--- config.mk ---
export PLATFORM = sky130hd
export DESIGN_NAME = json_string_escaper_top
export DESIGN_NICKNAME = d
export VERILOG_FILES = /design/src/hw/rtl/jse_pkg.sv /design/src/hw/rtl/jse_front.sv /design/src/hw/rtl/jse_fifo.sv /design/src/hw/rtl/jse_back.sv /design/src/hw/rtl/json_string_escaper_top.sv
export SDC_FILE = /design/constraint.sdc
export NUM_CORES = 1
export LEC_CHECK = 0
export BUFFER_PORTS_ARGS = -buffer_cell sky130_fd_sc_hd__buf_4
export CORE_ASPECT_RATIO = 0.7
export CORE_MARGIN = 8
export CORE_UTILIZATION = 55
export CTS_CLUSTER_DIAMETER = 30
export CTS_CLUSTER_SIZE = 8
export DETAILED_ROUTE_END_ITERATION = 12
export PLACE_DENSITY = 0.72
export RECOVER_POWER = 100
export SYNTH_ARGS = -nofsm -noshare
export SYNTH_HDL_FRONTEND = slang
export SYNTH_SLANG_ARGS = --single-unit
--- constraint.sdc ---
create_clock -name clk -period 5.6 [get_ports clk]
set_input_delay 1.12 -clock clk [delete_from_list [all_inputs] [get_ports clk]]
set_output_delay 1.12 -clock clk [all_outputs]
set_load 0.005 [all_outputs]
--- src/hw/rtl/jse_pkg.sv ---
`default_nettype none
package jse_pkg;

	localparam int STEP_W = 4;

	localparam logic [7:0] CH_BSLASH = 8'h5C;
	localparam logic [7:0] CH_QUOTE  = 8'h22;
	localparam logic [7:0] CH_U      = 8'h75;
	localparam logic [7:0] CH_B      = 8'h62;
	localparam logic [7:0] CH_F      = 8'h66;
	localparam logic [7:0] CH_N      = 8'h6E;
	localparam logic [7:0] CH_R      = 8'h72;
	localparam logic [7:0] CH_T      = 8'h74;

	localparam logic [7:0] BYTE_BS  = 8'h08;
	localparam logic [7:0] BYTE_TAB = 8'h09;
	localparam logic [7:0] BYTE_LF  = 8'h0A;
	localparam logic [7:0] BYTE_FF  = 8'h0C;
	localparam logic [7:0] BYTE_CR  = 8'h0D;
	localparam logic [7:0] CTRL_LIMIT = 8'h20;

	localparam logic [20:0] SUPP_BASE = 21'h10000;
	localparam logic [15:0] SURR_HI   = 16'hD800;
	localparam logic [15:0] SURR_LO   = 16'hDC00;

	typedef struct packed {
		logic [7:0] in_byte;
		logic       end_of_string;
	} in_word_t;

	typedef struct packed {
		logic [7:0] out_char;
		logic       run_last;
	} out_word_t;

	typedef enum logic [2:0] {
		TAIL_NONE,
		TAIL_CHAR,
		TAIL_SHORT,
		TAIL_U1,
		TAIL_U2
	} tail_kind_t;

	// One input byte's worth of output: held raw bytes first, then the tail.
	typedef struct packed {
		logic [1:0]      raw_cnt;
		logic [2:0][7:0] raw_bytes;
		tail_kind_t      kind;
		logic [7:0]      chr;
		logic [15:0]     hi;
		logic [15:0]     lo;
	} job_t;

	function automatic logic [7:0] hex_char(input logic [3:0] n);
		if (n < 4'd10) begin
			return 8'h30 + {4'h0, n};
		end
		return 8'h57 + {4'h0, n};
	endfunction

	function automatic logic [STEP_W-1:0] tail_len(input tail_kind_t k);
		case (k)
			TAIL_CHAR:  return STEP_W'(1);
			TAIL_SHORT: return STEP_W'(2);
			TAIL_U1:    return STEP_W'(6);
			TAIL_U2:    return STEP_W'(12);
			default:    return STEP_W'(0);
		endcase
	endfunction

endpackage
`default_nettype wire

--- src/hw/rtl/jse_front.sv ---
`default_nettype none
module jse_front
	import jse_pkg::*;
(
	input  wire logic     clk,
	input  wire logic     arst_n,
	input  wire logic     cfg_we,
	input  wire logic     cfg_data,
	input  wire in_word_t item,
	input  wire logic     accept,
	output logic          job_push,
	output job_t          job
);

	logic        esc_q;
	logic [1:0]  pend_q;
	logic [1:0]  hcnt_q;
	logic [20:0] acc_q;
	logic [7:0]  held_q [3];

	logic [1:0]  pend_n;
	logic [1:0]  hcnt_n;
	logic [20:0] acc_n;
	logic        held_we;
	logic [1:0]  held_idx;

	logic [7:0]  b;
	logic        eos;
	logic        is_open;
	logic        is_cont;
	logic [1:0]  lead_len;
	logic [20:0] lead_acc;
	logic [20:0] acc_cont;
	logic [20:0] supp;

	assign b   = item.in_byte;
	assign eos = item.end_of_string;
	assign is_open = (pend_q != 2'd0);
	assign is_cont = (b[7:6] == 2'b10);
	assign acc_cont = {acc_q[14:0], b[5:0]};
	assign supp = acc_cont - SUPP_BASE;

	always_comb begin
		lead_len = 2'd0;
		lead_acc = '0;
		if (b[7:5] == 3'b110) begin
			lead_len = 2'd1;
			lead_acc = {16'h0, b[4:0]};
		end else if (b[7:4] == 4'b1110) begin
			lead_len = 2'd2;
			lead_acc = {17'h0, b[3:0]};
		end else if (b[7:3] == 5'b11110) begin
			lead_len = 2'd3;
			lead_acc = {18'h0, b[2:0]};
		end
	end

	always_comb begin
		job = '0;
		job.raw_bytes = {held_q[2], held_q[1], held_q[0]};
		job.kind = TAIL_NONE;
		pend_n = pend_q;
		hcnt_n = hcnt_q;
		acc_n = acc_q;
		held_we = 1'b0;
		held_idx = hcnt_q;
		if (is_open && is_cont) begin
			acc_n = acc_cont;
			if (hcnt_q != 2'd3) begin
				held_we = 1'b1;
				hcnt_n = hcnt_q + 2'd1;
			end
			pend_n = pend_q - 2'd1;
			if (pend_n == 2'd0 || eos) begin
				if (acc_cont[20:16] != 5'd0) begin
					job.kind = TAIL_U2;
					job.hi = SURR_HI + {6'h0, supp[19:10]};
					job.lo = SURR_LO + {6'h0, supp[9:0]};
				end else begin
					job.kind = TAIL_U1;
					job.hi = acc_cont[15:0];
				end
				pend_n = 2'd0;
				hcnt_n = 2'd0;
				acc_n = '0;
			end
		end else begin
			// A broken sequence flushes its held bytes before this byte is handled.
			job.raw_cnt = is_open ? hcnt_q : 2'd0;
			pend_n = 2'd0;
			hcnt_n = 2'd0;
			acc_n = '0;
			case (b)
				CH_QUOTE: begin
					job.kind = TAIL_SHORT;
					job.chr = CH_QUOTE;
				end
				CH_BSLASH: begin
					job.kind = TAIL_SHORT;
					job.chr = CH_BSLASH;
				end
				BYTE_BS: begin
					job.kind = TAIL_SHORT;
					job.chr = CH_B;
				end
				BYTE_FF: begin
					job.kind = TAIL_SHORT;
					job.chr = CH_F;
				end
				BYTE_LF: begin
					job.kind = TAIL_SHORT;
					job.chr = CH_N;
				end
				BYTE_CR: begin
					job.kind = TAIL_SHORT;
					job.chr = CH_R;
				end
				BYTE_TAB: begin
					job.kind = TAIL_SHORT;
					job.chr = CH_T;
				end
				default: begin
					if (b < CTRL_LIMIT) begin
						job.kind = TAIL_U1;
						job.hi = {8'h00, b};
					end else if (esc_q && b[7] && lead_len != 2'd0) begin
						held_we = 1'b1;
						held_idx = 2'd0;
						if (eos) begin
							// A lead byte that ends the string emits its partial codepoint.
							job.kind = TAIL_U1;
							job.hi = lead_acc[15:0];
						end else begin
							pend_n = lead_len;
							hcnt_n = 2'd1;
							acc_n = lead_acc;
						end
					end else begin
						job.kind = TAIL_CHAR;
						job.chr = b;
					end
				end
			endcase
		end
		job_push = accept && (job.raw_cnt != 2'd0 || job.kind != TAIL_NONE);
	end

	always_ff @(posedge clk or negedge arst_n) begin
		if (!arst_n) begin
			esc_q <= 1'b0;
			pend_q <= 2'd0;
			hcnt_q <= 2'd0;
			acc_q <= '0;
		end else begin
			if (cfg_we) begin
				esc_q <= cfg_data;
			end
			if (accept) begin
				pend_q <= pend_n;
				hcnt_q <= hcnt_n;
				acc_q <= acc_n;
			end
		end
	end

	always_ff @(posedge clk) begin
		if (accept && held_we) begin
			held_q[held_idx] <= b;
		end
	end

endmodule
`default_nettype wire

--- src/hw/rtl/jse_fifo.sv ---
`default_nettype none
module jse_fifo
	import jse_pkg::*;
#(
	parameter int DEPTH = 2
) (
	input  wire logic clk,
	input  wire logic arst_n,
	input  wire logic wr_en,
	input  wire job_t wr_data,
	output logic      full,
	input  wire logic rd_en,
	output job_t      rd_data,
	output logic      not_empty
);

	localparam int AW = (DEPTH > 1) ? $clog2(DEPTH) : 1;
	localparam int CW = $clog2(DEPTH + 1);

	job_t          mem_q [DEPTH];
	logic [AW-1:0] wr_ptr_q;
	logic [AW-1:0] rd_ptr_q;
	logic [CW-1:0] count_q;
	logic          do_wr;
	logic          do_rd;

	assign full      = (count_q == CW'(DEPTH));
	assign not_empty = (count_q != CW'(0));
	assign do_wr     = wr_en && !full;
	assign do_rd     = rd_en && not_empty;
	assign rd_data   = mem_q[rd_ptr_q];

	always_ff @(posedge clk or negedge arst_n) begin
		if (!arst_n) begin
			wr_ptr_q <= '0;
			rd_ptr_q <= '0;
			count_q <= '0;
		end else begin
			if (do_wr) begin
				wr_ptr_q <= (wr_ptr_q == AW'(DEPTH - 1)) ? '0 : wr_ptr_q + AW'(1);
			end
			if (do_rd) begin
				rd_ptr_q <= (rd_ptr_q == AW'(DEPTH - 1)) ? '0 : rd_ptr_q + AW'(1);
			end
			if (do_wr && !do_rd) begin
				count_q <= count_q + CW'(1);
			end else if (do_rd && !do_wr) begin
				count_q <= count_q - CW'(1);
			end
		end
	end

	always_ff @(posedge clk) begin
		if (do_wr) begin
			mem_q[wr_ptr_q] <= wr_data;
		end
	end

endmodule
`default_nettype wire

--- src/hw/rtl/jse_back.sv ---
`default_nettype none
module jse_back
	import jse_pkg::*;
(
	input  wire logic clk,
	input  wire logic arst_n,
	input  wire logic job_valid,
	input  wire job_t job,
	output logic      job_pop,
	input  wire logic pop,
	output logic      empty,
	output out_word_t result
);

	logic             vld_q;
	logic [STEP_W-1:0] step_q;
	out_word_t        out_q;

	logic [STEP_W-1:0] total;
	logic [STEP_W-1:0] t;
	logic [STEP_W-1:0] p;
	logic [15:0]       u;
	logic [7:0]        esc_ch;
	logic [7:0]        ch;
	logic              last;
	logic              pop_ok;
	logic              advance;

	assign total = {2'b00, job.raw_cnt} + tail_len(job.kind);
	assign t = step_q - {2'b00, job.raw_cnt};
	assign last = (step_q == total - STEP_W'(1));
	assign pop_ok = pop && vld_q;
	assign advance = job_valid && (!vld_q || pop_ok);
	assign job_pop = advance && last;

	// Each \uxxxx escape is six characters; the second of a pair uses the low half.
	always_comb begin
		if (t < STEP_W'(6)) begin
			u = job.hi;
			p = t;
		end else begin
			u = job.lo;
			p = t - STEP_W'(6);
		end
		case (p)
			STEP_W'(0): esc_ch = CH_BSLASH;
			STEP_W'(1): esc_ch = CH_U;
			STEP_W'(2): esc_ch = hex_char(u[15:12]);
			STEP_W'(3): esc_ch = hex_char(u[11:8]);
			STEP_W'(4): esc_ch = hex_char(u[7:4]);
			default:    esc_ch = hex_char(u[3:0]);
		endcase
	end

	always_comb begin
		if (step_q < {2'b00, job.raw_cnt}) begin
			case (step_q[1:0])
				2'd0:    ch = job.raw_bytes[0];
				2'd1:    ch = job.raw_bytes[1];
				default: ch = job.raw_bytes[2];
			endcase
		end else begin
			case (job.kind)
				TAIL_CHAR:  ch = job.chr;
				TAIL_SHORT: ch = (t == STEP_W'(0)) ? CH_BSLASH : job.chr;
				TAIL_U1:    ch = esc_ch;
				TAIL_U2:    ch = esc_ch;
				default:    ch = 8'h00;
			endcase
		end
	end

	always_ff @(posedge clk or negedge arst_n) begin
		if (!arst_n) begin
			vld_q <= 1'b0;
			step_q <= '0;
		end else begin
			if (advance) begin
				vld_q <= 1'b1;
				step_q <= last ? '0 : step_q + STEP_W'(1);
			end else if (pop_ok) begin
				vld_q <= 1'b0;
			end
		end
	end

	always_ff @(posedge clk) begin
		if (advance) begin
			out_q.out_char <= ch;
			out_q.run_last <= last;
		end
	end

	assign empty  = !vld_q;
	assign result = out_q;

endmodule
`default_nettype wire

--- src/hw/rtl/json_string_escaper_top.sv ---
// JSON string escaper.
// Input queue port: drive item and raise push; a word is taken at a clock edge
// with push high and full low. Each word is one string byte plus a flag for the
// string's last byte. Result queue port: while empty is low, result holds the
// oldest escaped character; raising pop takes it. run_last marks the final
// character of one input byte. If escaping, a mid-string lead byte adds none.
// cfg_we/cfg_data write the unicode escape enable; change it only while idle.
// The first character of a byte's run shows on result after the job queue and
// the back end's output register, when the back end is free.
// Throughput: one character per cycle out of the back end's step counter while
// pop keeps up; a plain byte gives one character, a short escape two, \uxxxx six
// and a surrogate pair twelve. A broken sequence adds a character for each held
// byte it flushes. The front end takes a byte per cycle until the job queue
// between the two halves fills (QUEUE_DEPTH entries), then full goes high. If pop
// stays low the result holds, the back end stops, the queue fills and full pushes
// back on the writer.
// Reset clears the decoder state, the queue and the output; the unicode escape
// enable comes up 0.
`default_nettype none
module json_string_escaper_top
	import jse_pkg::*;
#(
	parameter int QUEUE_DEPTH = 2
) (
	input  wire logic     clk,
	input  wire logic     arst_n,
	input  wire logic     push,
	output logic          full,
	input  wire in_word_t item,
	output logic          empty,
	input  wire logic     pop,
	output out_word_t     result,
	input  wire logic     cfg_we,
	input  wire logic     cfg_data
);

	logic accept;
	logic job_push;
	job_t job_in;
	job_t job_head;
	logic job_valid;
	logic job_pop;

	assign accept = push && !full;

	jse_front u_front (
		.clk      (clk),
		.arst_n   (arst_n),
		.cfg_we   (cfg_we),
		.cfg_data (cfg_data),
		.item     (item),
		.accept   (accept),
		.job_push (job_push),
		.job      (job_in)
	);

	jse_fifo #(
		.DEPTH (QUEUE_DEPTH)
	) u_fifo (
		.clk       (clk),
		.arst_n    (arst_n),
		.wr_en     (job_push),
		.wr_data   (job_in),
		.full      (full),
		.rd_en     (job_pop),
		.rd_data   (job_head),
		.not_empty (job_valid)
	);

	jse_back u_back (
		.clk       (clk),
		.arst_n    (arst_n),
		.job_valid (job_valid),
		.job       (job_head),
		.job_pop   (job_pop),
		.pop       (pop),
		.empty     (empty),
		.result    (result)
	);

endmodule
`default_nettype wire

-- After elaboration in Yosys (flattened, before gate mapping)
Memories as Yosys holds them, arrays and structs flattened.
Cells that the tools add are included.
- register bits after elaboration: 38
- memory bits (writable): 162
- bits of input ports: 15
- output and inout port bits: 11
- logic and storage cells: 192
- memories: 2
- memory list (name ; depth ; bits a word ; rd ports ; clocked after memory_dff ; wr ports ; RTL line ; RTL):
    u_fifo.mem_q ; 2 ; 69 ; 1 ; 0 ; 1 ; jse_fifo.sv:20 ; job_t mem_q [DEPTH];
    u_front.held_q ; 3 ; 8 ; 3 ; 0 ; 1 ; jse_front.sv:19 ; logic [7:0] held_q [3];
- $add $sub $neg: 22
- order comparisons: 7
- eq/ne operators: 24
- muxes and demuxes: 90
- reductions and logical operators: 36
- operators by type and width (operator ; count):
    $mux 16 ; 10
    $mux 8 ; 13
    $mux 15 ; 6
    $pmux 11 s7 ; 1
    $mux 2 ; 24
    $eq 8x4->1 const B ; 5
    $pmux 8 s5 ; 1
    $add 15x11->16 const A ; 2
    $add 7x4->8 const A ; 4
    $mux 32 ; 1
    $add 6x4->7 const A ; 4
    $pmux 8 s3 ; 1
    $mux 1 ; 22
    $sub 20x17->20 const B ; 1
    $mux 3 ; 6
    $lt 4x4->1 const B ; 4
    $pmux 4 s4 ; 1
    $pmux 8 s2 ; 1
    $logic_and 1x1->1 ; 13
    $mux 4 ; 3
    $reduce_bool 2->1 ; 6
    $eq 4x2->1 const B ; 2
    $eq 8x6->1 const B ; 1
    $eq 8x7->1 const B ; 1
    other kinds (33) ; 46

-- Longest topological paths before layout
Gate-level depths: netlist (run 1).
- depth after elaboration: 18
- depth in mapped cells: 24
- mapped depth without buffers: 18

-- Cells and area by module
Synthesis (run 1) repeated with hierarchy kept, for this count alone.
- cell total of the unflattened synthesis: 777
- area, all modules: 10324.9 µm²
- by module, submodules not included (module ; times used ; cells an instance ; area each (µm²) ; sequential area each (µm²)):
    jse_fifo ; 1 ; 234 ; 5529.1 ; 4244.1
    jse_front ; 1 ; 246 ; 2459.9 ; 1221.2
    jse_back ; 1 ; 296 ; 2322.2 ; 395.4
    json_string_escaper_top ; 1 ; 1 ; 13.8 ; 0.0

-- Worst setup path after synthesis (run 1)
OpenSTA, ideal clock, no wires.
- path type: input -> register
- start: in item[5] (netlist bit)
- end: mem u_fifo.mem_q[0][0] (netlist bit), enable pin
- library setup time: 492 ps
- arrival time: 5403 ps
- required time: 5108 ps
- slack: -295 ps
- stages on the path: 6
- cells stage by stage: or4b_1 nor4_1 nor2_1 and4_1 a21oi_1 nor2b_1
- word-level cells in the longest chain between the ends: 16
- RTL lines (element ; RTL line ; RTL):
    from (decl) ; json_string_escaper_top.sv:29 ; input wire in_word_t item,
    $eq 5x5->1 ; jse_front.sv:52 ; end else if (b[7:3] == 5'b11110) begin
    $mux 2 ; jse_front.sv:52 ;
    $mux 2 ; jse_front.sv:49 ; end else if (b[7:4] == 4'b1110) begin
    $mux 2 ; jse_front.sv:46 ; if (b[7:5] == 3'b110) begin
    $reduce_bool 2->1 ; jse_front.sv:126 ; end else if (esc_q && b[7] && lead_len != 2'd0) begin
    $logic_and 1x1->1 ; jse_front.sv:126 ;
    $mux 3 ; jse_front.sv:126 ;
    $mux 3 ; jse_front.sv:123 ; if (b < CTRL_LIMIT) begin
    $pmux 11 s7 * ; jse_front.sv:93 ; case (b)
    $mux 3 * ; jse_front.sv:67 ; if (is_open && is_cont) begin
    $reduce_bool 3->1 * ; jse_front.sv:145 ; job_push = accept && (job.raw_cnt != 2'd0 || job.kind != TAIL_NONE);
    $logic_or 1x1->1 * ; jse_front.sv:145 ;
    $logic_and 1x1->1 * ; jse_front.sv:145 ;
    $logic_and 1x1->1 * ; jse_fifo.sv:29 ; assign do_wr = wr_en && !full;
    net u_fifo.do_wr ; jse_fifo.sv:24 ; logic do_wr;
    $mux 1 * ; jse_fifo.sv:54 ; if (do_wr) begin
    $mux 1 (not written as such) * ; jse_fifo.sv:55 ; mem_q[wr_ptr_q] <= wr_data;
    to (decl) ; jse_fifo.sv:20 ;
The timed path passes the listed nets; every way through them passes the cells marked *.

-- Worst setup path after layout (run 1)
- start: reg u_fifo.rd_ptr_q
- end: reg u_back.out_q (netlist bit u_back.result[5]), data pin
- word-level cells in the longest chain between the ends: 11
- RTL lines (element ; RTL line ; RTL):
    from (decl) ; jse_fifo.sv:22 ; logic [AW-1:0] rd_ptr_q;
    from (signal assigned) ; jse_fifo.sv:43 ; rd_ptr_q <= (rd_ptr_q == AW'(DEPTH - 1)) ? '0 : rd_ptr_q + AW'(1);
    $mem_v2 2x69 * ; - ;
    $sub 4x2->4 ; jse_back.sv:30 ; assign t = step_q - {2'b00, job.raw_cnt};
    $lt 4x3->1 ; jse_back.sv:38 ; if (t < STEP_W'(6)) begin
    $mux 16 ; jse_back.sv:38 ;
    $lt 4x4->1 ; jse_pkg.sv:55 ; if (n < 4'd10) begin
    $mux 1 ; jse_pkg.sv:55 ;
    $mux 1 ; jse_back.sv:45 ; case (p)
    $mux 8 ; jse_pkg.sv:58 ; return 8'h57 + {4'h0, n};
    $pmux 8 s5 ; jse_back.sv:45 ;
    $pmux 8 s3 ; jse_back.sv:63 ; case (job.kind)
    $mux 8 * ; jse_back.sv:56 ; if (step_q < {2'b00, job.raw_cnt}) begin
    net u_back.ch[4] ; jse_back.sv:24 ; logic [7:0] ch;
    to (decl) ; jse_back.sv:17 ; out_word_t out_q;
The timed path passes the listed nets; every way through them passes the cells marked *. The select of a mux whose other input is x is not followed.
A chain may end at the register's enable or synchronous reset.

==> impl_results.html, run 1 <==
<table>
<tr><th>Metric</th><th>Value</th></tr>
<tr><th colspan="2">Timing</th></tr>
<tr><td>Clock period minus final worst setup slack</td><td>about 4.7 ns</td></tr>
<tr><td>Worst slew margin relative to its limit</td><td>-26.2%</td></tr>
<tr><td>Highest Clock Rate</td><td>between 200 and 250 MHz</td></tr>
<tr><td>Setup TNS</td><td>0 ns</td></tr>
<tr><td>Transition time at the pin with the least slew margin</td><td>about 1.9 ns</td></tr>
<tr><td>Hold Violations, Final</td><td>0</td></tr>
<tr><td>Fraction of the cycle the final worst path needs</td><td>around 85%</td></tr>
<tr><td>Setup repair after global routing missed its margin</td><td>no</td></tr>
<tr><td>Final slew viol count</td><td>30</td></tr>
<tr><td>Number of endpoints failing setup at the final stage</td><td>0</td></tr>
<tr><td>Final hold slack</td><td>approximately 0.46 ns</td></tr>
<tr><td>Maximum clock skew at final layout</td><td>~0.015 ns</td></tr>
<tr><th colspan="2">Clocking</th></tr>
<tr><td>Post-cts gate resize count</td><td>0</td></tr>
<tr><td>Cts hold-fix bufs</td><td>0</td></tr>
<tr><td>Number of clock sinks</td><td>188</td></tr>
<tr><td>Post-CTS Repair Setup Buffers</td><td>0</td></tr>
<tr><td>Maximum clock insertion buffer count</td><td>2</td></tr>
<tr><td>Total CTS buffers</td><td>17</td></tr>
<tr><td>Clock input transition at the sequential cells of the worst setup and hold paths</td><td>about 0.080 ns</td></tr>
<tr><td>Clock root buffer master</td><td>sky130_fd_sc_hd__clkbuf_16</td></tr>
<tr><td>Latest clock arrival within the worst-skew pair</td><td>between 0.4 and 0.5 ns</td></tr>
<tr><td>Number of H-tree levels</td><td>4</td></tr>
<tr><td>Clock tree from TritonCTS</td><td>yes</td></tr>
<tr><th colspan="2">Worst setup path</th></tr>
<tr><td>Category of the worst setup path launch point</td><td>register</td></tr>
<tr><td>Kind of cell with the highest combined delay on the critical path</td><td>compound AO/OA/AOI/OAI gates</td></tr>
<tr><td>Critical setup path kind</td><td>reg2reg</td></tr>
<tr><td>Crit path max-delay cell type</td><td>sky130_fd_sc_hd__dfrtp_2</td></tr>
<tr><td>CP Data Arrival Time</td><td>around 4.9 ns</td></tr>
<tr><td>Critical Path RT</td><td>5.76 ns</td></tr>
<tr><td>Critical path capture point type</td><td>register</td></tr>
<tr><td>Worst-path maximum fanout</td><td>32</td></tr>
<tr><td>Count of buffering cells on the critical path with inverters included</td><td>3</td></tr>
<tr><td>Delay contributed by the slowest stage of the critical path</td><td>0.87 ns</td></tr>
<tr><td>Cell chain of the critical path</td><td>mux2i_1 -&gt; inv_1 -&gt; ha_1 -&gt; inv_1 -&gt; fa_1 -&gt; xor2_1 -&gt; inv_2 -&gt; nand2_2 -&gt; nand3_2 -&gt; mux2_1 -&gt; ha_1 -&gt; o311a_1 -&gt; a2111oi_2 -&gt; o311ai_1</td></tr>
<tr><th colspan="2">Placement</th></tr>
<tr><td>Total placed cells including tap cells</td><td>about 970</td></tr>
<tr><td>Count of buffers from port buffering</td><td>25</td></tr>
<tr><td>HPWL reported at the end of detailed placement</td><td>around 15,000 um</td></tr>
<tr><td>Placer congestion estimate</td><td>0.863</td></tr>
<tr><th colspan="2">Route</th></tr>
<tr><td>Final wirelength</td><td>around 22,000 um</td></tr>
<tr><td>First-pass DRT Iterations</td><td>6</td></tr>
<tr><td>Remaining antenna violation count</td><td>0</td></tr>
<tr><td>DRC violation count after routing</td><td>0</td></tr>
<tr><td>Routed vias</td><td>a little over 6k</td></tr>
<tr><td>Wire length per cell after detailed routing</td><td>~21 um</td></tr>
<tr><td>DR vias/cell</td><td>approximately 6.2</td></tr>
<tr><td>DRT iter0 DRCs</td><td>between 900 and 1k</td></tr>
<tr><th colspan="2">Final layout</th></tr>
<tr><td>Number of nets in the final layout</td><td>between 800 and 900</td></tr>
<tr><td>Post-layout util</td><td>between 60% and 70%</td></tr>
<tr><td>Number of antenna repair diodes</td><td>0</td></tr>
<tr><td>Area growth from synthesis to final layout</td><td>10.1%</td></tr>
<tr><td>Layout cells sized above 1</td><td>between 10% and 20%</td></tr>
<tr><td>Final standard cell count with taps included and fillers excluded</td><td>between 1k and 1.5k</td></tr>
<tr><td>Count of fill cells added during filler insertion</td><td>1,246</td></tr>
<tr><th colspan="2">Logic synthesis</th></tr>
<tr><td>Mean instance size in the synthesized netlist</td><td>12.3 um2</td></tr>
<tr><td>Mapped Nets</td><td>783</td></tr>
<tr><td>Number of flops mapped to enable cells by yosys</td><td>159</td></tr>
<tr><td>Ys Warns</td><td>0</td></tr>
<tr><td>Synthesized area</td><td>~9200 um2</td></tr>
<tr><td>Leading register cell type out of synthesis</td><td>sky130_fd_sc_hd__edfxtp_1</td></tr>
<tr><td>Distinct cell type count after synthesis</td><td>77</td></tr>
<tr><td>Fraction of synthesis flops using an asynchronous set or reset pin</td><td>between 10% and 20%</td></tr>
<tr><td>Cells after synthesis</td><td>about 750</td></tr>
<tr><td>Portion of the post-synthesis area used by sequential elements</td><td>59.9%</td></tr>
<tr><td>Flop and latch count out of synthesis</td><td>about 190</td></tr>
<tr><th colspan="2">GRT</th></tr>
<tr><td>M3 GR Usage</td><td>under 10%</td></tr>
<tr><td>Vias in the first global route</td><td>a little under 6k</td></tr>
<tr><td>Met2 GRT Util</td><td>between 20 and 30%</td></tr>
<tr><td>Met1 global-route usage</td><td>about a third</td></tr>
<tr><td>Number of antenna violations at the first check in global routing</td><td>1</td></tr>
<tr><td>Maximum number of pins on one net before global-route repair</td><td>38</td></tr>
<tr><td>Remaining Overflow, GRT</td><td>0</td></tr>
<tr><td>GR Util All Layers</td><td>about a fifth</td></tr>
<tr><td>First-pass GRT wire length</td><td>around 33,000 um</td></tr>
<tr><td>GRT Max-Usage Layer</td><td>met1</td></tr>
<tr><th colspan="2">Power and ir drop</th></tr>
<tr><td>Leakage power figure</td><td>3.70 nW</td></tr>
<tr><td>Peak ir drop on the vdd network</td><td>0.245 mV</td></tr>
<tr><td>Cell area power density</td><td>approximately 630 nW/um2</td></tr>
<tr><th colspan="2">Run status</th></tr>
<tr><td>Outcome</td><td>finished, violations left</td></tr>
<tr><td>Failing checks</td><td>capacitance limit, slew limit</td></tr>
<tr><th colspan="2">Floorplan</th></tr>
<tr><td>Horizontal extent of the die</td><td>between 150 and 200 um</td></tr>
<tr><td>FP Rows</td><td>39</td></tr>
<tr><td>Height of the die</td><td>about 120 um</td></tr>
<tr><td>Number of top-level pins</td><td>26</td></tr>
<tr><td>Core box area</td><td>16,300 um2</td></tr>
<tr><td>Initial core utilization</td><td>56.1%</td></tr>
<tr><td>Floorplan die area</td><td>21,100 um2</td></tr>
<tr><th colspan="2">Hold path</th></tr>
<tr><td>Class of the tightest hold or removal check</td><td>reg2reg</td></tr>
<tr><th colspan="2">Flow run</th></tr>
<tr><td>Reported max-cap violation count</td><td>1</td></tr>
</table>
-- layer usage --
metal  vias to the layer above  share of wire (%)  wire length (um)
li1                       2855                  -                 -
met1                      3051                 49             10600
met2                       264                 41              8780
met3                        15                9.0              1940
met4                         0               0.99               212
met5                         -                  0                 0
-- layout make-up --
type                    instances  area (um2)  area share [%]
clock buffers                  17         425            4.21
flip-flops and latches        188        5500            54.5
repair buffers                 36         221            2.19
multi-input cells             496        3380            33.5
clock inverters                15         185            1.83
inverters                      28         105            1.04
well taps                     225         282            2.79
-- Yosys cell counts (all sizes together) (3+ instances only) --
cell type | instances | share of area [%]
edfxtp | 159 | 52
nand2 | 75 | 3.1
nor2 | 56 | 2.3
o21ai | 42 | 2.3
mux2i | 31 | 3.4
dfrtp | 29 | 7.9
inv | 28 | 1.1
and2 | 24 | 1.7
clkbuf | 24 | 0.98
a21oi | 23 | 1.3
nand3 | 21 | 1.2
ha | 18 | 2.5
a211oi | 16 | 1.3
a22o | 13 | 1.2
mux2 | 13 | 1.6
a31oi | 12 | 0.82
buf | 12 | 0.79
nand2b | 11 | 0.75
nor3 | 11 | 0.72
a22oi | 9 | 0.74
xnor2 | 9 | 0.86
xor2 | 9 | 1.1
and3 | 7 | 0.48
nor2b | 6 | 0.41
o31ai | 6 | 0.79
mux4 | 5 | 1.2
nand3b | 5 | 0.41
nor4 | 5 | 0.48
o211ai | 5 | 0.41
o22ai | 5 | 0.34
a21o | 4 | 0.33
nand4 | 4 | 0.27
nor3b | 4 | 0.38
or2 | 4 | 0.27
a221oi | 3 | 0.29
o311ai | 3 | 0.29
or3b | 3 | 0.29
or4b | 3 | 0.33
-- power breakdown --
part	internal (W)	total [W]	switching (W)	leakage [nW]
clock	0.000639	0.00122	0.000584	0.291
combinational	0.00117	0.00302	0.00185	1.55
sequential	0.00190	0.00210	0.000196	1.87
total	0.00371	0.00634	0.00263	3.70
-- final timing paths --
| check | start | to | slack (ns) | cells past startpoint |
|---|---|---|---|---|
| min in group asynchronous | arst_n | u_back.step_q[2] | 1.20 | 1 |
| worst max-delay path | u_fifo.rd_ptr_q | u_back.result[5] | 0.85 | 14 |
| worst min register to register | u_front.held_q[1][0] | u_fifo.mem_q[1][51] | 0.46 | 0 |
| worst max register to register | u_fifo.rd_ptr_q | u_back.result[5] | 0.85 | 14 |
| max in group asynchronous | arst_n | u_fifo.rd_ptr_q | 3.19 | 1 |
| worst min-delay path | u_front.held_q[1][0] | u_fifo.mem_q[1][51] | 0.46 | 0 |
-- cell families (layout without fill, tap and decap cells) --
group / Yosys count / in the layout / share of synthesized area, %
compound gates: 162 / 162 / 12.3
xor+xnor: 18 / 18 / 1.92
fa+ha+maj: 20 / 20 / 2.89
buf+inv: 64 / 96 / 2.92
flops: 188 / 188 / 59.9
mux: 49 / 49 / 6.20
simple gates: 247 / 247 / 13.8
-- placed cells by master (no fill, tap or decap), drive strengths merged, types with 4 or more instances in the layout --
| cell type | count |
|---|---|
| o211ai | 5 |
| inv | 32 |
| nor3b | 4 |
| o31ai | 6 |
| nor2 | 56 |
| a22oi | 9 |
| mux2i | 31 |
| buf | 8 |
| or2 | 4 |
| nand2b | 11 |
| a211oi | 16 |
| o22ai | 5 |
| dfrtp | 29 |
| o21ai | 42 |
| nand3b | 5 |
| a31oi | 12 |
| a21o | 4 |
| ha | 18 |
| nand2 | 75 |
| nor4 | 5 |
| clkbuf | 45 |
| xnor2 | 9 |
| mux4 | 5 |
| a22o | 13 |
| nand4 | 4 |
| mux2 | 13 |
| a21oi | 23 |
| nor3 | 11 |
| edfxtp | 159 |
| nand3 | 21 |
| and3 | 7 |
| clkinv | 8 |
| nor2b | 6 |
| and2 | 24 |
| xor2 | 9 |
-- flip-flops by register name, indices dropped and copies added, names as in the netlist --
signal           count
u_back.result        9
u_back.step_q        4
u_back.vld_q         1
u_fifo.count_q       2
u_fifo.mem_q       126
u_fifo.rd_ptr_q      1
u_fifo.wr_ptr_q      1
u_front.acc_q       15
u_front.esc_q        1
u_front.hcnt_q       2
u_front.held_q      24
u_front.pend_q       2
-- per-stage QoR --
stage,setup slack [ns],power [W],instance area (um2)
after detailed placement,1.09,0.00515,9590
after CTS,1.13,0.00637,10200
after global routing,0.462,0.00673,10100
final,0.850,0.00634,10100
after floorplan,0.902,0.00437,9180
after global placement,1.13,0.00507,9590
No activity file was read; power rests on OpenSTA's default activity.
==> run 2, diff against run 1 <==
--- a/config.mk
+++ b/config.mk
@@ -12,7 +12,7 @@
 export CTS_CLUSTER_DIAMETER = 30
 export CTS_CLUSTER_SIZE = 8
 export DETAILED_ROUTE_END_ITERATION = 12
-export PLACE_DENSITY = 0.72
+export PLACE_DENSITY = 0.74
 export RECOVER_POWER = 100
 export SYNTH_ARGS = -nofsm -noshare
 export SYNTH_HDL_FRONTEND = slang
==> constraint.sdc (replaced) <==
create_clock -name clk -period 3.8 [get_ports clk]
set_input_delay 0.76 -clock clk [delete_from_list [all_inputs] [get_ports clk]]
set_output_delay 0.76 -clock clk [all_outputs]
set_load 0.005 [all_outputs]
==> run 2 against run 1 <==
Compared with the run above: the run still ends with capacitance limit, slew limit left; worst hold slack lost 0.014 ns; first-iteration DRC count shrank 25%; clock skew shrank 0.0048 ns; core utilization grew 1.8 points; cell area grew 2.8%; largest cell class unchanged.
==> impl_results.html, run 2 (synthesis results as in run 1) <==
<table>
<tr><th>Metric</th><th>Value</th></tr>
<tr><th colspan="2">Final layout</th></tr>
<tr><td>Area of the multi-input gates</td><td>between 3000 and 4000 um2</td></tr>
<tr><td>Layout cells sized above 1</td><td>between 10% and 20%</td></tr>
<tr><td>Area growth from synthesis to final layout</td><td>13.2%</td></tr>
<tr><td>Count of fill cells added during filler insertion</td><td>between 1k and 1.5k</td></tr>
<tr><td>Most flop-heavy register</td><td>u_fifo.mem_q</td></tr>
<tr><td>Commonest non-fill, non-tap cell in the layout</td><td>sky130_fd_sc_hd__edfxtp_1</td></tr>
<tr><td>Max reg flops</td><td>~130</td></tr>
<tr><td>Number of antenna repair diodes</td><td>0</td></tr>
<tr><td>Sequential cell area</td><td>5500 um2</td></tr>
<tr><td>Most frequent cells in the layout</td><td>sky130_fd_sc_hd__edfxtp_1 (159), sky130_fd_sc_hd__nand2_1 (72), sky130_fd_sc_hd__nor2_1 (54)</td></tr>
<tr><td>Final instance area</td><td>slightly above 10,000 um2</td></tr>
<tr><td>Registers with the most flip-flops</td><td>u_fifo.mem_q x126, u_front.held_q x24, u_front.acc_q x15</td></tr>
<tr><td>Number of nets in the final layout</td><td>around 830</td></tr>
<tr><th colspan="2">Timing</th></tr>
<tr><td>Number of endpoints failing setup at the final stage</td><td>0</td></tr>
<tr><td>Worst slew margin relative to its limit</td><td>-18.5%</td></tr>
<tr><td>Clock period minus final worst setup slack</td><td>between 3 and 4 ns</td></tr>
<tr><td>Final hold slack</td><td>approximately 0.44 ns</td></tr>
<tr><td>Highest Clock Rate</td><td>between 200 and 300 MHz</td></tr>
<tr><td>Setup repair after global routing missed its margin</td><td>no</td></tr>
<tr><td>Maximum clock skew at final layout</td><td>0.0107 ns</td></tr>
<tr><td>Transition time at the pin with the least slew margin</td><td>roughly 1.8 ns</td></tr>
<tr><td>Fraction of the cycle the final worst path needs</td><td>between 90% and 100%</td></tr>
<tr><td>Final slew viol count</td><td>30</td></tr>
<tr><td>Hold Violations, Final</td><td>0</td></tr>
<tr><th colspan="2">Worst setup path</th></tr>
<tr><td>Critical setup path kind</td><td>in2reg</td></tr>
<tr><td>Count of buffering cells on the critical path with inverters included</td><td>2</td></tr>
<tr><td>Destination of the worst register-to-register timing path</td><td>u_back.result[1]</td></tr>
<tr><td>Internal reg-to-reg setup slack</td><td>roughly 0.25 ns</td></tr>
<tr><td>Crit path max-delay cell type</td><td>sky130_fd_sc_hd__a21oi_1</td></tr>
<tr><td>Kind of cell with the highest combined delay on the critical path</td><td>simple AND/OR/NAND/NOR gates</td></tr>
<tr><td>Category of the worst setup path launch point</td><td>input pin</td></tr>
<tr><td>Critical Path RT</td><td>slightly below 4 ns</td></tr>
<tr><td>Cell chain of the critical path</td><td>clkbuf_1 -&gt; nor4b_1 -&gt; nand2_1 -&gt; nand2_1 -&gt; or2_2 -&gt; or3_1 -&gt; a21oi_1 -&gt; nor2b_4 -&gt; buf_4</td></tr>
<tr><td>CP Data Arrival Time</td><td>~3.7 ns</td></tr>
<tr><td>Cell depth of the worst flop-to-flop path</td><td>15</td></tr>
<tr><td>Delay contributed by the slowest stage of the critical path</td><td>around 0.64 ns</td></tr>
<tr><td>Most frequent cell on the critical path</td><td>sky130_fd_sc_hd__nand2_1</td></tr>
<tr><td>Critical path capture point type</td><td>register</td></tr>
<tr><td>Source of the worst register-to-register timing path</td><td>u_fifo.rd_ptr_q</td></tr>
<tr><td>Worst-path maximum fanout</td><td>22</td></tr>
<tr><th colspan="2">Floorplan</th></tr>
<tr><td>Initial core utilization</td><td>56.1%</td></tr>
<tr><td>FP Rows</td><td>39</td></tr>
<tr><td>Floorplan die area</td><td>between 20,000 and 25,000 um2</td></tr>
<tr><td>Height of the die</td><td>124 um</td></tr>
<tr><td>Core box area</td><td>16,300 um2</td></tr>
<tr><td>Horizontal extent of the die</td><td>170 um</td></tr>
<tr><td>Number of top-level pins</td><td>26</td></tr>
<tr><th colspan="2">Route</th></tr>
<tr><td>DR vias/cell</td><td>just over 6</td></tr>
<tr><td>DRT iter0 DRCs</td><td>722</td></tr>
<tr><td>Highest signal layer in the routed design</td><td>met4</td></tr>
<tr><td>DRC violation count after routing</td><td>0</td></tr>
<tr><td>Wire length on met1</td><td>slightly below 10,000 um</td></tr>
<tr><td>Wire length per cell after detailed routing</td><td>between 20 and 25 um</td></tr>
<tr><td>Final wirelength</td><td>between 20,000 and 25,000 um</td></tr>
<tr><td>Detailed-routed wire length on met3</td><td>just under 2000 um</td></tr>
<tr><td>Remaining antenna violation count</td><td>0</td></tr>
<tr><td>Routed vias</td><td>around 6.4k</td></tr>
<tr><td>First-pass DRT Iterations</td><td>8</td></tr>
<tr><td>Routed wl met2</td><td>9240 um</td></tr>
<tr><th colspan="2">Power and ir drop</th></tr>
<tr><td>Combinational share of power</td><td>between 50% and 60%</td></tr>
<tr><td>Clock network power share</td><td>between 10% and 20%</td></tr>
<tr><td>Switching share of total power</td><td>41.1%</td></tr>
<tr><td>Internal power</td><td>0.00587 W</td></tr>
<tr><td>Switching power</td><td>slightly above 0.004 W</td></tr>
<tr><td>Leakage power figure</td><td>just under 4 nW</td></tr>
<tr><td>Part of the total power dissipated in sequential elements</td><td>30.3%</td></tr>
<tr><td>Cell area power density</td><td>~960 nW/um2</td></tr>
<tr><td>Peak ir drop on the vdd network</td><td>0.479 mV</td></tr>
<tr><th colspan="2">GRT</th></tr>
<tr><td>First-pass GRT wire length</td><td>around 33,000 um</td></tr>
<tr><td>GR Util All Layers</td><td>between 20% and 30%</td></tr>
<tr><td>Maximum number of pins on one net before global-route repair</td><td>60</td></tr>
<tr><td>Vias in the first global route</td><td>around 6.1k</td></tr>
<tr><td>Remaining Overflow, GRT</td><td>0</td></tr>
<tr><td>Number of antenna violations at the first check in global routing</td><td>0</td></tr>
<tr><th colspan="2">Run status</th></tr>
<tr><td>Outcome</td><td>finished, violations left</td></tr>
<tr><td>Failing checks</td><td>capacitance limit, slew limit</td></tr>
<tr><th colspan="2">Placement</th></tr>
<tr><td>Count of buffers from port buffering</td><td>25</td></tr>
<tr><td>HPWL reported at the end of detailed placement</td><td>14,900 um</td></tr>
<tr><td>Placement-stage cell area</td><td>9810 um2</td></tr>
<tr><td>Placer congestion estimate</td><td>roughly 0.9</td></tr>
<tr><th colspan="2">Flow run</th></tr>
<tr><td>Reported max-cap violation count</td><td>1</td></tr>
<tr><th colspan="2">Hold path</th></tr>
<tr><td>Endpoint of the worst hold path</td><td>u_fifo.mem_q[0][49]</td></tr>
<tr><td>Launch point of the worst hold path</td><td>u_front.held_q[0][6]</td></tr>
<tr><td>Cells on Worst Hold Path</td><td>0</td></tr>
<tr><td>Class of the tightest hold or removal check</td><td>reg2reg</td></tr>
<tr><th colspan="2">Clocking</th></tr>
<tr><td>Maximum clock insertion buffer count</td><td>2</td></tr>
<tr><td>Clock root buffer master</td><td>sky130_fd_sc_hd__clkbuf_16</td></tr>
<tr><td>Cts hold-fix bufs</td><td>0</td></tr>
<tr><td>Latest clock arrival within the worst-skew pair</td><td>about 0.43 ns</td></tr>
<tr><td>Number of clock sinks</td><td>188</td></tr>
<tr><td>Clock input transition at the sequential cells of the worst setup and hold paths</td><td>roughly 0.070 ns</td></tr>
<tr><td>Clock tree from TritonCTS</td><td>yes</td></tr>
<tr><td>Number of H-tree levels</td><td>4</td></tr>
<tr><td>Total CTS buffers</td><td>17</td></tr>
</table>
==> run 2: changes by cell type in the layout (fill, tap and decap cells not counted), sizes merged <==
cell / change
inv: +3
buf: +26
clkinvlp: -2
clkbuf: -2
clkinv: -2
==> run 2: cell type report <==
type / count / share of cell area (%)
clock buffers: 18 / 4.13
clock inverters: 14 / 1.43
inverters: 28 / 1.01
multi-input cells: 496 / 33.9
flip-flops and latches: 188 / 53.0
well taps: 225 / 2.71
repair buffers: 59 / 3.87
==> run 2: worst max-delay path by stage <==
stage                     from             endpoint  slack (ns)  cells past startpoint
3_3_place_gp           item[5]  u_fifo.mem_q[0][27]        0.03                      8
3_5_place_dp           item[5]  u_fifo.mem_q[0][26]       -0.04                      8
6_report               item[7]  u_fifo.mem_q[0][26]        0.21                      9
2_1_floorplan  u_fifo.rd_ptr_q     u_back.result[5]       -0.06                     22
5_1_grt        u_fifo.rd_ptr_q     u_back.result[3]        0.04                     18
4_1_cts        u_fifo.rd_ptr_q     u_back.result[3]         0.1                     18
==> run 2: routing by layer <==
| metal | vias up | GRT usage, % |
|---|---|---|
| met3 | 24 | 5.26 |
| met5 | - | 0 |
| met2 | 294 | 30.0 |
| met4 | 0 | 5.19 |
| met1 | 3154 | 30.2 |
| li1 | 2907 | - |
==> run 2: power by group through the flow <==
stage / registers [W] / logic, W / clock network, W
after floorplan: 0.00299 / 0.00376 / 0
after global placement: 0.00304 / 0.00486 / 0
after detailed placement: 0.00307 / 0.00497 / 0
after CTS: 0.00303 / 0.00501 / 0.00175
after global routing: 0.00306 / 0.00567 / 0.00182
final: 0.00302 / 0.00521 / 0.00173
==> run 2: stage by stage <==
step	std cells	util, %	setup slack [ns]	TNS, ns	power, W
final	1028	63.5	0.209	0	0.00997
after global routing	1028	63.5	0.0379	0	0.0106
after CTS	1021	63.6	0.0994	0	0.00979
after detailed placement	989	60.0	-0.0394	-0.835	0.00804
after global placement	989	60.0	0.0283	0	0.00790
after floorplan	748	-	-0.0638	-0.126	0.00675
==> run 2: timing repair <==
action                                 in CTS  in global routing
setup buffers                               0                  7
setup endpoints to repair                   0                  6
resized for setup                           0                  2
endpoints found under the hold margin       0                  0
